===== src/hdl/fm_pkg.sv =====
// Package for the single-precision multiplier: default widths and cell count.
// Depends on nothing; float32_multiplier refers to it for its parameter defaults.
package fm_pkg;
   localparam int EXP_WIDTH_DEF  = 8;
   localparam int FRAC_WIDTH_DEF = 23;
   // Number of partial-product cells in the multiplier chain.
   localparam int CELL_COUNT_DEF = 4;
endpackage


===== src/hdl/fm_if.sv =====
// Valid/ready channel interface used by the multiplier's request and response sides.
// Depends on nothing but its width parameter.
interface fm_if #(
   parameter int WIDTH = 32
) ();
   logic             valid;
   logic             ready;
   logic [WIDTH-1:0] data;

   modport source (output valid, output data, input ready);
   modport sink (input valid, input data, output ready);
endinterface


===== src/hdl/fm_cell.sv =====
// One cell of the significand multiplier chain: adds one slice of partial products.
// Depends on no other file; all widths come from parameters.
module fm_cell #(
   parameter int MW    = 24,
   parameter int SLICE = 6,
   parameter int INDEX = 0,
   parameter int EW    = 8
) (
   input  logic              clock,
   input  logic              reset,
   input  logic              adv,
   input  logic              valid_i,
   input  logic [MW-1:0]     ma_i,
   input  logic [MW-1:0]     mb_i,
   input  logic [2*MW-1:0]   acc_i,
   input  logic              sign_i,
   input  logic signed [EW+2:0] exp_i,
   output logic              valid_o,
   output logic [MW-1:0]     ma_o,
   output logic [MW-1:0]     mb_o,
   output logic [2*MW-1:0]   acc_o,
   output logic              sign_o,
   output logic signed [EW+2:0] exp_o
);
   localparam int LO = INDEX * SLICE;
   localparam int HI = ((LO + SLICE) < MW) ? (LO + SLICE) : MW;
   localparam int W  = HI - LO;

   logic [W-1:0]       b_slice;
   logic [2*MW-1:0]    part;
   logic               valid_ff;
   logic [MW-1:0]      ma_ff, mb_ff;
   logic [2*MW-1:0]    acc_ff, acc_in;
   logic               sign_ff;
   logic signed [EW+2:0] exp_ff;

   always_comb begin
      b_slice = mb_i[HI-1:LO];
      part    = (2*MW)'(ma_i * b_slice) << LO;
      acc_in  = acc_i + part;
   end

   always_ff @(posedge clock) begin
      if (reset) begin
         valid_ff <= 1'b0;
      end else if (adv) begin
         valid_ff <= valid_i;
      end
   end

   always_ff @(posedge clock) begin
      if (adv) begin
         ma_ff   <= ma_i;
         mb_ff   <= mb_i;
         acc_ff  <= acc_in;
         sign_ff <= sign_i;
         exp_ff  <= exp_i;
      end
   end

   assign valid_o = valid_ff;
   assign ma_o    = ma_ff;
   assign mb_o    = mb_ff;
   assign acc_o   = acc_ff;
   assign sign_o  = sign_ff;
   assign exp_o   = exp_ff;
endmodule


===== src/hdl/fm_round.sv =====
// Normalize, round to nearest even and clamp the exponent of the finished product.
// Depends on no other file; widths come from parameters.
module fm_round #(
   parameter int EW = 8,
   parameter int FW = 23
) (
   input  logic [2*FW+1:0]       prod_i,
   input  logic                  sign_i,
   input  logic signed [EW+2:0]  exp_i,
   output logic [EW+FW:0]        word_o
);
   localparam int MW = FW + 1;
   localparam logic signed [EW+2:0] EXP_MAX = (EW+3)'((1 << EW) - 1);

   logic                  top;
   logic [MW:0]           q;
   logic                  guard, sticky;
   logic signed [EW+2:0]  e;
   logic [MW:0]           qr;
   logic [EW-1:0]         ef;
   logic [FW-1:0]         frac;

   always_comb begin
      top = prod_i[2*FW+1];
      e   = exp_i;
      if (top) begin
         q      = {1'b0, prod_i[2*FW+1:FW+1]};
         guard  = prod_i[FW];
         sticky = |prod_i[FW-1:0];
         e      = e + (EW+3)'(1);
      end else begin
         q      = {1'b0, prod_i[2*FW:FW]};
         guard  = prod_i[FW-1];
         sticky = |prod_i[FW-2:0];
      end
      qr = q;
      if (guard && (sticky || q[0])) begin
         qr = q + (MW+1)'(1);
      end
      if (qr[MW]) begin
         qr = qr >> 1;
         e  = e + (EW+3)'(1);
      end
      frac = qr[FW-1:0];
      if (e > EXP_MAX) begin
         ef = EXP_MAX[EW-1:0];
      end else if (e < 0) begin
         ef = '0;
      end else begin
         ef = e[EW-1:0];
      end
      word_o = {sign_i, ef, frac};
   end
endmodule


===== src/hdl/float32_multiplier.sv =====
// Single-precision multiplier: one operand pair per transaction in, one product out.
// Depends on fm_pkg, fm_if, fm_cell and fm_round.
//
// The block accepts a new transaction every clock cycle unless the chain is stalled. The
// significand product runs through a chain of CELL_COUNT cells, each adding the partial
// products of one slice of operand_b. The last cell feeds the rounding logic, whose result
// is captured in one output register. The first cell registers a transaction at its
// accepting edge; it then moves through each later cell and into the output register.
// The chain only stalls when the output register is full and not being taken. Inputs
// are always treated as normalized with an implied one; subnormals, infinities and
// NaN receive no special handling. The exponent saturates at all ones and clamps to
// zero on underflow, while the rounded fraction is kept.
module float32_multiplier #(
   parameter int EXP_WIDTH  = fm_pkg::EXP_WIDTH_DEF,
   parameter int FRAC_WIDTH = fm_pkg::FRAC_WIDTH_DEF,
   parameter int CELL_COUNT = fm_pkg::CELL_COUNT_DEF
) (
   input logic clock,
   input logic reset,
   fm_if.sink   req_operand_a,
   fm_if.sink   req_operand_b,
   fm_if.source rsp_product
);
   localparam int TW    = 1 + EXP_WIDTH + FRAC_WIDTH;
   localparam int MW    = FRAC_WIDTH + 1;
   localparam int SLICE = (MW + CELL_COUNT - 1) / CELL_COUNT;
   localparam int EB    = (1 << (EXP_WIDTH - 1)) - 1;

   logic                        adv;
   logic                        accept;
   logic [CELL_COUNT:0]         valid_c;
   logic [MW-1:0]               ma_c   [CELL_COUNT+1];
   logic [MW-1:0]               mb_c   [CELL_COUNT+1];
   logic [2*MW-1:0]             acc_c  [CELL_COUNT+1];
   logic                        sign_c [CELL_COUNT+1];
   logic signed [EXP_WIDTH+2:0] exp_c  [CELL_COUNT+1];
   logic                        out_valid_ff;
   logic [TW-1:0]               out_data_ff;
   logic [TW-1:0]               word;

   // The chain advances whenever the output register is free or being drained.
   assign adv    = !out_valid_ff || rsp_product.ready;
   assign accept = req_operand_a.valid && req_operand_b.valid && adv;
   assign req_operand_a.ready = adv && req_operand_b.valid;
   assign req_operand_b.ready = adv && req_operand_a.valid;

   // Head of the chain: unpack the operands and form the biased exponent sum.
   always_comb begin
      valid_c[0] = accept;
      ma_c[0]    = {1'b1, req_operand_a.data[FRAC_WIDTH-1:0]};
      mb_c[0]    = {1'b1, req_operand_b.data[FRAC_WIDTH-1:0]};
      acc_c[0]   = '0;
      sign_c[0]  = req_operand_a.data[TW-1] ^ req_operand_b.data[TW-1];
      exp_c[0]   = $signed((EXP_WIDTH+3)'(req_operand_a.data[TW-2:FRAC_WIDTH]))
                 + $signed((EXP_WIDTH+3)'(req_operand_b.data[TW-2:FRAC_WIDTH]))
                 - $signed((EXP_WIDTH+3)'(EB));
   end

   for (genvar i = 0; i < CELL_COUNT; i++) begin : g_cell
      fm_cell #(
         .MW(MW), .SLICE(SLICE), .INDEX(i), .EW(EXP_WIDTH)
      ) u_cell (
         .clock(clock), .reset(reset), .adv(adv),
         .valid_i(valid_c[i]), .ma_i(ma_c[i]), .mb_i(mb_c[i]), .acc_i(acc_c[i]),
         .sign_i(sign_c[i]), .exp_i(exp_c[i]),
         .valid_o(valid_c[i+1]), .ma_o(ma_c[i+1]), .mb_o(mb_c[i+1]),
         .acc_o(acc_c[i+1]), .sign_o(sign_c[i+1]), .exp_o(exp_c[i+1])
      );
   end

   fm_round #(
      .EW(EXP_WIDTH), .FW(FRAC_WIDTH)
   ) u_round (
      .prod_i(acc_c[CELL_COUNT]),
      .sign_i(sign_c[CELL_COUNT]),
      .exp_i(exp_c[CELL_COUNT]),
      .word_o(word)
   );

   // Output register: holds a finished transaction until the sink takes it.
   always_ff @(posedge clock) begin
      if (reset) begin
         out_valid_ff <= 1'b0;
      end else if (adv) begin
         out_valid_ff <= valid_c[CELL_COUNT];
      end
   end

   always_ff @(posedge clock) begin
      if (adv) begin
         out_data_ff <= word;
      end
   end

   assign rsp_product.valid = out_valid_ff;
   assign rsp_product.data  = out_data_ff;

`ifndef SYNTHESIS
   // A result that is not taken must stay in place.
   a_hold: assert property (@(posedge clock) disable iff (reset)
      out_valid_ff && !rsp_product.ready |=> out_valid_ff && $stable(out_data_ff))
      else $error("pending product changed");
   // No transaction enters while the chain is stalled.
   a_stall: assert property (@(posedge clock) disable iff (reset)
      !adv |-> !accept)
      else $error("transaction accepted during stall");
   // A transaction leaving the last cell lands in the output register.
   a_land: assert property (@(posedge clock) disable iff (reset)
      adv && valid_c[CELL_COUNT] |=> out_valid_ff)
      else $error("finished transaction lost");
`endif
endmodule

===== src/flat_wrapper.sv =====
// flat-port wrapper written by rule: the top's interface ports become plain ports
module float32_multiplier_flat 
#(
   parameter int EXP_WIDTH  = fm_pkg::EXP_WIDTH_DEF,
   parameter int FRAC_WIDTH = fm_pkg::FRAC_WIDTH_DEF,
   parameter int CELL_COUNT = fm_pkg::CELL_COUNT_DEF
)
  (clock, reset, req_operand_a_valid, req_operand_a_data, req_operand_a_ready, req_operand_b_valid, req_operand_b_data, req_operand_b_ready, rsp_product_valid, rsp_product_data, rsp_product_ready);
  fm_if req_operand_a_i ();
  fm_if req_operand_b_i ();
  fm_if rsp_product_i ();
  input logic clock;
  input logic reset;
  input wire logic [$bits(req_operand_a_i.valid)-1:0] req_operand_a_valid;
  input wire logic [$bits(req_operand_a_i.data)-1:0] req_operand_a_data;
  output wire logic [$bits(req_operand_a_i.ready)-1:0] req_operand_a_ready;
  input wire logic [$bits(req_operand_b_i.valid)-1:0] req_operand_b_valid;
  input wire logic [$bits(req_operand_b_i.data)-1:0] req_operand_b_data;
  output wire logic [$bits(req_operand_b_i.ready)-1:0] req_operand_b_ready;
  output wire logic [$bits(rsp_product_i.valid)-1:0] rsp_product_valid;
  output wire logic [$bits(rsp_product_i.data)-1:0] rsp_product_data;
  input wire logic [$bits(rsp_product_i.ready)-1:0] rsp_product_ready;
  assign req_operand_a_i.valid = req_operand_a_valid;
  assign req_operand_a_i.data = req_operand_a_data;
  assign req_operand_a_ready = req_operand_a_i.ready;
  assign req_operand_b_i.valid = req_operand_b_valid;
  assign req_operand_b_i.data = req_operand_b_data;
  assign req_operand_b_ready = req_operand_b_i.ready;
  assign rsp_product_valid = rsp_product_i.valid;
  assign rsp_product_data = rsp_product_i.data;
  assign rsp_product_i.ready = rsp_product_ready;
  float32_multiplier #(.EXP_WIDTH(EXP_WIDTH), .FRAC_WIDTH(FRAC_WIDTH), .CELL_COUNT(CELL_COUNT)) u_core (.clock(clock), .reset(reset), .req_operand_a(req_operand_a_i), .req_operand_b(req_operand_b_i), .rsp_product(rsp_product_i));
endmodule

===== config.mk =====
export PLATFORM = sky130hd
export DESIGN_NAME = float32_multiplier_flat
export DESIGN_NICKNAME = d
export VERILOG_FILES = /design/src/hdl/fm_pkg.sv /design/src/hdl/fm_if.sv /design/src/hdl/fm_cell.sv /design/src/hdl/fm_round.sv /design/src/hdl/float32_multiplier.sv /design/src/flat_wrapper.sv
export SDC_FILE = /design/constraint.sdc
export NUM_CORES = 2
export LEC_CHECK = 0
export BUFFER_PORTS_ARGS = -buffer_cell sky130_fd_sc_hd__buf_2
export CAP_MARGIN = 20
export CELL_PAD_IN_SITES_DETAIL_PLACEMENT = 0
export CELL_PAD_IN_SITES_GLOBAL_PLACEMENT = 2
export CORE_ASPECT_RATIO = 0.5
export CORE_UTILIZATION = 40
export DETAILED_ROUTE_END_ITERATION = 7
export PLACE_DENSITY = 0.83
export SLEW_MARGIN = 30
export SYNTH_ARGS = -nofsm -noshare
export SYNTH_HDL_FRONTEND = slang
export SYNTH_SLANG_ARGS = --single-unit

===== constraint.sdc =====
create_clock -name clock -period 25.4 [get_ports clock]
set_clock_uncertainty 0.05 [all_clocks]
set_input_delay 6.35 -clock clock [delete_from_list [all_inputs] [get_ports clock]]
set_output_delay 6.35 -clock clock [all_outputs]
set_load 0.01 [all_outputs]

==> out/qor.yml <==
grt:
  wire_length_of_the_first_global_routing_pass_um: 115000
  grt_start_max_net_pins: 181
  grt_antenna_before_repair: 2
  grt.total_usage_pct: 16.6
  grt-ovfl-total: 0
  grt_pass1_vias: 22831
worst_setup_path:
  critical-path-slowest-cell: "sky130_fd_sc_hd__nor2b_1"
  crit_fanout: 90
  criticalPathCategory: "input port to output port"
  cp_cell_sequence: "buf_2, nor2b_1, inv_8, and2_1, buf_2"
  timing.critical_path.arrival_ns: 7.70
  cpPeakStageDelay_ns: 0.50
  critical_path.endpoint_type: "output port"
  cp.required_ns: 19.00
  critPathLaunchType: "input port"
  worst-path-buf-inv: 3
  worst_path_most_repeated_cell: "sky130_fd_sc_hd__buf_2"
  cpLargestDelayFamily: "simple AND/OR/NAND/NOR gates"
synthesis:
  synthesis.area_sq_um: 33300
  synth-edff-count: 340
  synth_sequential_area_ratio_pct: 31.0
  ys_async_sr_fraction_pct: 0
  synthCells: 3252
  syn-num-nets: 3925
  synth-warning-count: 0
  synthesis.area_per_instance_sq_um: 10.2
  post_synth_num_cell_types: 87
  synth-seq-cells: 345
  synthFlopType: "sky130_fd_sc_hd__edfxtp_1"
worst_hold_path:
  worst_hold_class: "register to register"
drt:
  drt_first_pass_iters: 7
  detail-route-antenna-nets: 0
  post-route-drc-count: 8
  detail_route.wl_per_cell_um: 15.4
  drt-initial-drc-count: 1039
  finalWirelength_um: 68700
  viasPerCell: 4.94
  routed-via-count: 22078
die:
  floorplan.initialDensity_pct: 40.6
  boundaryPins: 104
  die_area_sq_um: 84400
  die_width_um: 410
  die-height_um: 206
  core_region_area_sq_um: 81900
  rows: 74
sta:
  layout_min_cycle_time_ns: 14.10
  worst_slew_pin_slew_ns: 0.948
  finalSetupViolations: 0
  final.period_utilization_pct: 55.5
  timing.fmax_mhz: 70.9
  grt_setup_unrepaired: "false"
  timing_hold_violations_final: 0
  slew_headroom_pct: 36.8
  setup_total_negative_slack_ns: 0
  timing.final.max_slew_violations: 0
placement:
  placed_cells: 4394
  gpl.final_weighted_congestion: 0.828
  port-buffer-count: 103
  place_hpwl_um: 54900
power:
  vdd.ir_drop.worst_mv: 0.0640
  powerDensity_nw_per_um2: 132
  power_mw: 4.81
  p_leak_nw: 16.7
cts:
  post-cts-setup-buffers: 0
  postCtsHoldBufs: 0
  cts_buffer_depth: 3
  clock_tree.root_cell: "sky130_fd_sc_hd__clkbuf_16"
  clk_transition_reported_paths_ns: 0.06
  tritoncts: "built"
  cts-htree-levels: 2
  clock_latency_late_sink_ns: 0.58
  cts.repair.resized: 0
  cts_made_buffers: 39
  cts_sinks: 345
layout:
  postLayoutCoreUtil_pct: 44.4
  final.fill_count: 7901
  multi_input_comb_area_sq_um: 20800
  area.growth.synth_to_final_pct: 9.39
  insertedDiodeCount: 0
  layout_common_cells: "499 x sky130_fd_sc_hd__inv_1, 360 x sky130_fd_sc_hd__fa_1, 355 x sky130_fd_sc_hd__nand2_1"
  post_route_cells_drive_above_1_share_pct: 6.36
  layout.cells.most_common: "sky130_fd_sc_hd__inv_1"
  nets: 4007
  seq_area_sq_um: 10300
  finish.cell_count_without_fillers: 4467
flow_run:
  cap_viol_max_count: 0
run_status:
  result_of_the_run: "finished, violations left"
  violations: "design-rule violations"
==> cells by family after synthesis <==
logic type               Yosys count  synth area share [%]
AND/OR/NAND/NOR                  987                  14.9
adder cells (fa/ha/maj)          605                  30.9
buffers and inverters            570                  6.49
AO/OA/AOI/OAI                    507                  10.3
flip-flops                       345                  31.0
XOR/XNOR                         221                  5.84
multiplexers                      17                 0.527
==> flip-flops by register name, indices dropped and copies added, names as in the netlist <==
register and flops:
u_core.g_cell.u_cell.mb_o 33, u_core.g_cell.u_cell.exp_o 44, u_core.g_cell.u_cell.valid_o 4, u_core.g_cell.u_cell.sign_o 4, u_core.rsp_product.data 32, u_core.rsp_product.valid 1, u_core.g_cell.u_cell.acc_o 158, u_core.g_cell.u_cell.ma_o 69
==> area by class of cell <==
class | count | share of cell area (%)
clock buffer | 45 | 2.80
timing repair buffer | 111 | 1.67
inverter | 500 | 5.18
multi-input combinational | 2337 | 57.1
tap | 1102 | 3.79
sequential | 345 | 28.3
clock inverter | 27 | 1.07
==> worst register-to-register path, cell delays in order (launching register included) <==
cell                        delay (ns)
sky130_fd_sc_hd__edfxtp_1         0.75
sky130_fd_sc_hd__and2_1           0.33
sky130_fd_sc_hd__fa_1             0.54
sky130_fd_sc_hd__inv_1            0.06
sky130_fd_sc_hd__fa_1             0.48
sky130_fd_sc_hd__fa_1             0.49
sky130_fd_sc_hd__inv_1            0.04
sky130_fd_sc_hd__ha_1             0.23
sky130_fd_sc_hd__a211oi_1         0.29
sky130_fd_sc_hd__o21bai_1         0.12
sky130_fd_sc_hd__a21o_1           0.25
sky130_fd_sc_hd__and3_1           0.21
sky130_fd_sc_hd__o21a_1           0.18
sky130_fd_sc_hd__o21a_1           0.16
sky130_fd_sc_hd__nor2_1           0.15
sky130_fd_sc_hd__o21bai_1         0.08
sky130_fd_sc_hd__a21oi_1          0.17
sky130_fd_sc_hd__xnor2_1          0.09
sky130_fd_sc_hd__ha_1             0.37
sky130_fd_sc_hd__and3_1           0.22
sky130_fd_sc_hd__and2_1           0.19
sky130_fd_sc_hd__nand2_1          0.06
sky130_fd_sc_hd__o211ai_1         0.36
sky130_fd_sc_hd__a2111oi_2        0.15
sky130_fd_sc_hd__o21bai_1         0.26
sky130_fd_sc_hd__a31o_1           0.21
sky130_fd_sc_hd__nand3_1          0.09
sky130_fd_sc_hd__xnor2_1          0.37
==> cells in the mapped netlist (10+ instances only) <==
library cell               number  area, sq um
sky130_fd_sc_hd__a21o_1        98          736
sky130_fd_sc_hd__nor2b_1       26          163
sky130_fd_sc_hd__o211ai_1      10         75.1
sky130_fd_sc_hd__nand2b_1      15         93.8
sky130_fd_sc_hd__clkbuf_1      65          244
sky130_fd_sc_hd__and2_1       312         1950
sky130_fd_sc_hd__o21bai_1      23          173
sky130_fd_sc_hd__xor2_1        75          657
sky130_fd_sc_hd__o21a_1        34          255
sky130_fd_sc_hd__a211oi_1      19          143
sky130_fd_sc_hd__nand2_1      355         1330
sky130_fd_sc_hd__nor3_1        24          120
sky130_fd_sc_hd__nor2_1       132          495
sky130_fd_sc_hd__mux2i_1       13          130
sky130_fd_sc_hd__inv_1        500         1880
sky130_fd_sc_hd__o21ai_1       12         60.1
sky130_fd_sc_hd__edfxtp_1     340        10200
sky130_fd_sc_hd__nand4_1       12         75.1
sky130_fd_sc_hd__and3_1        18          113
sky130_fd_sc_hd__ha_1         244         3050
sky130_fd_sc_hd__fa_1         360         7210
sky130_fd_sc_hd__a31oi_1       13         81.3
sky130_fd_sc_hd__a21oi_1      142          711
sky130_fd_sc_hd__nand3_1       46          230
sky130_fd_sc_hd__xnor2_1      145         1270
sky130_fd_sc_hd__o21ai_0       74          370
==> stage by stage <==
| step | hold WS (ns) | instance area, sq um | worst slack [ns] |
|---|---|---|---|
| finish | 0.351 | 36400 | 11.30 |
| global route | 0.345 | 36400 | 11.14 |
| CTS | 0.347 | 36300 | 11.25 |
| detailed placement | 0.355 | 34900 | 11.25 |
| global placement | 0.351 | 34900 | 11.28 |
| floorplan | 0.350 | 33300 | 5.23 |
==> power breakdown <==
group | internal [mW] | switching (mW)
sequential | 0.991 | 0.134
clock | 0.375 | 0.245
combinational | 1.33 | 1.73
total | 2.70 | 2.11
==> final timing paths <==
check,slack (ns),from,depth (start not counted),to
min,0.35,u_core.g_cell[0].u_cell.mb_o[21],0,u_core.g_cell[1].u_cell.mb_o[21]
max reg2reg,18.22,u_core.g_cell[0].u_cell.mb_o[6],27,u_core.g_cell[1].u_cell.acc_o[33]
min reg2reg,0.35,u_core.g_cell[0].u_cell.mb_o[21],0,u_core.g_cell[1].u_cell.mb_o[21]
max,11.30,rsp_product_ready,5,req_operand_a_ready
==> metal layers <==
layer / up-vias / track usage, % / part of all wire, %
met5: - / 0 / 0
met4: 0 / 2.93 / 1.2
met3: 63 / 2.46 / 3.8
met2: 256 / 26.7 / 43
met1: 10867 / 24.1 / 52
li1: 10892 / - / -
Note: power is estimated with default switching activity, not from simulation.
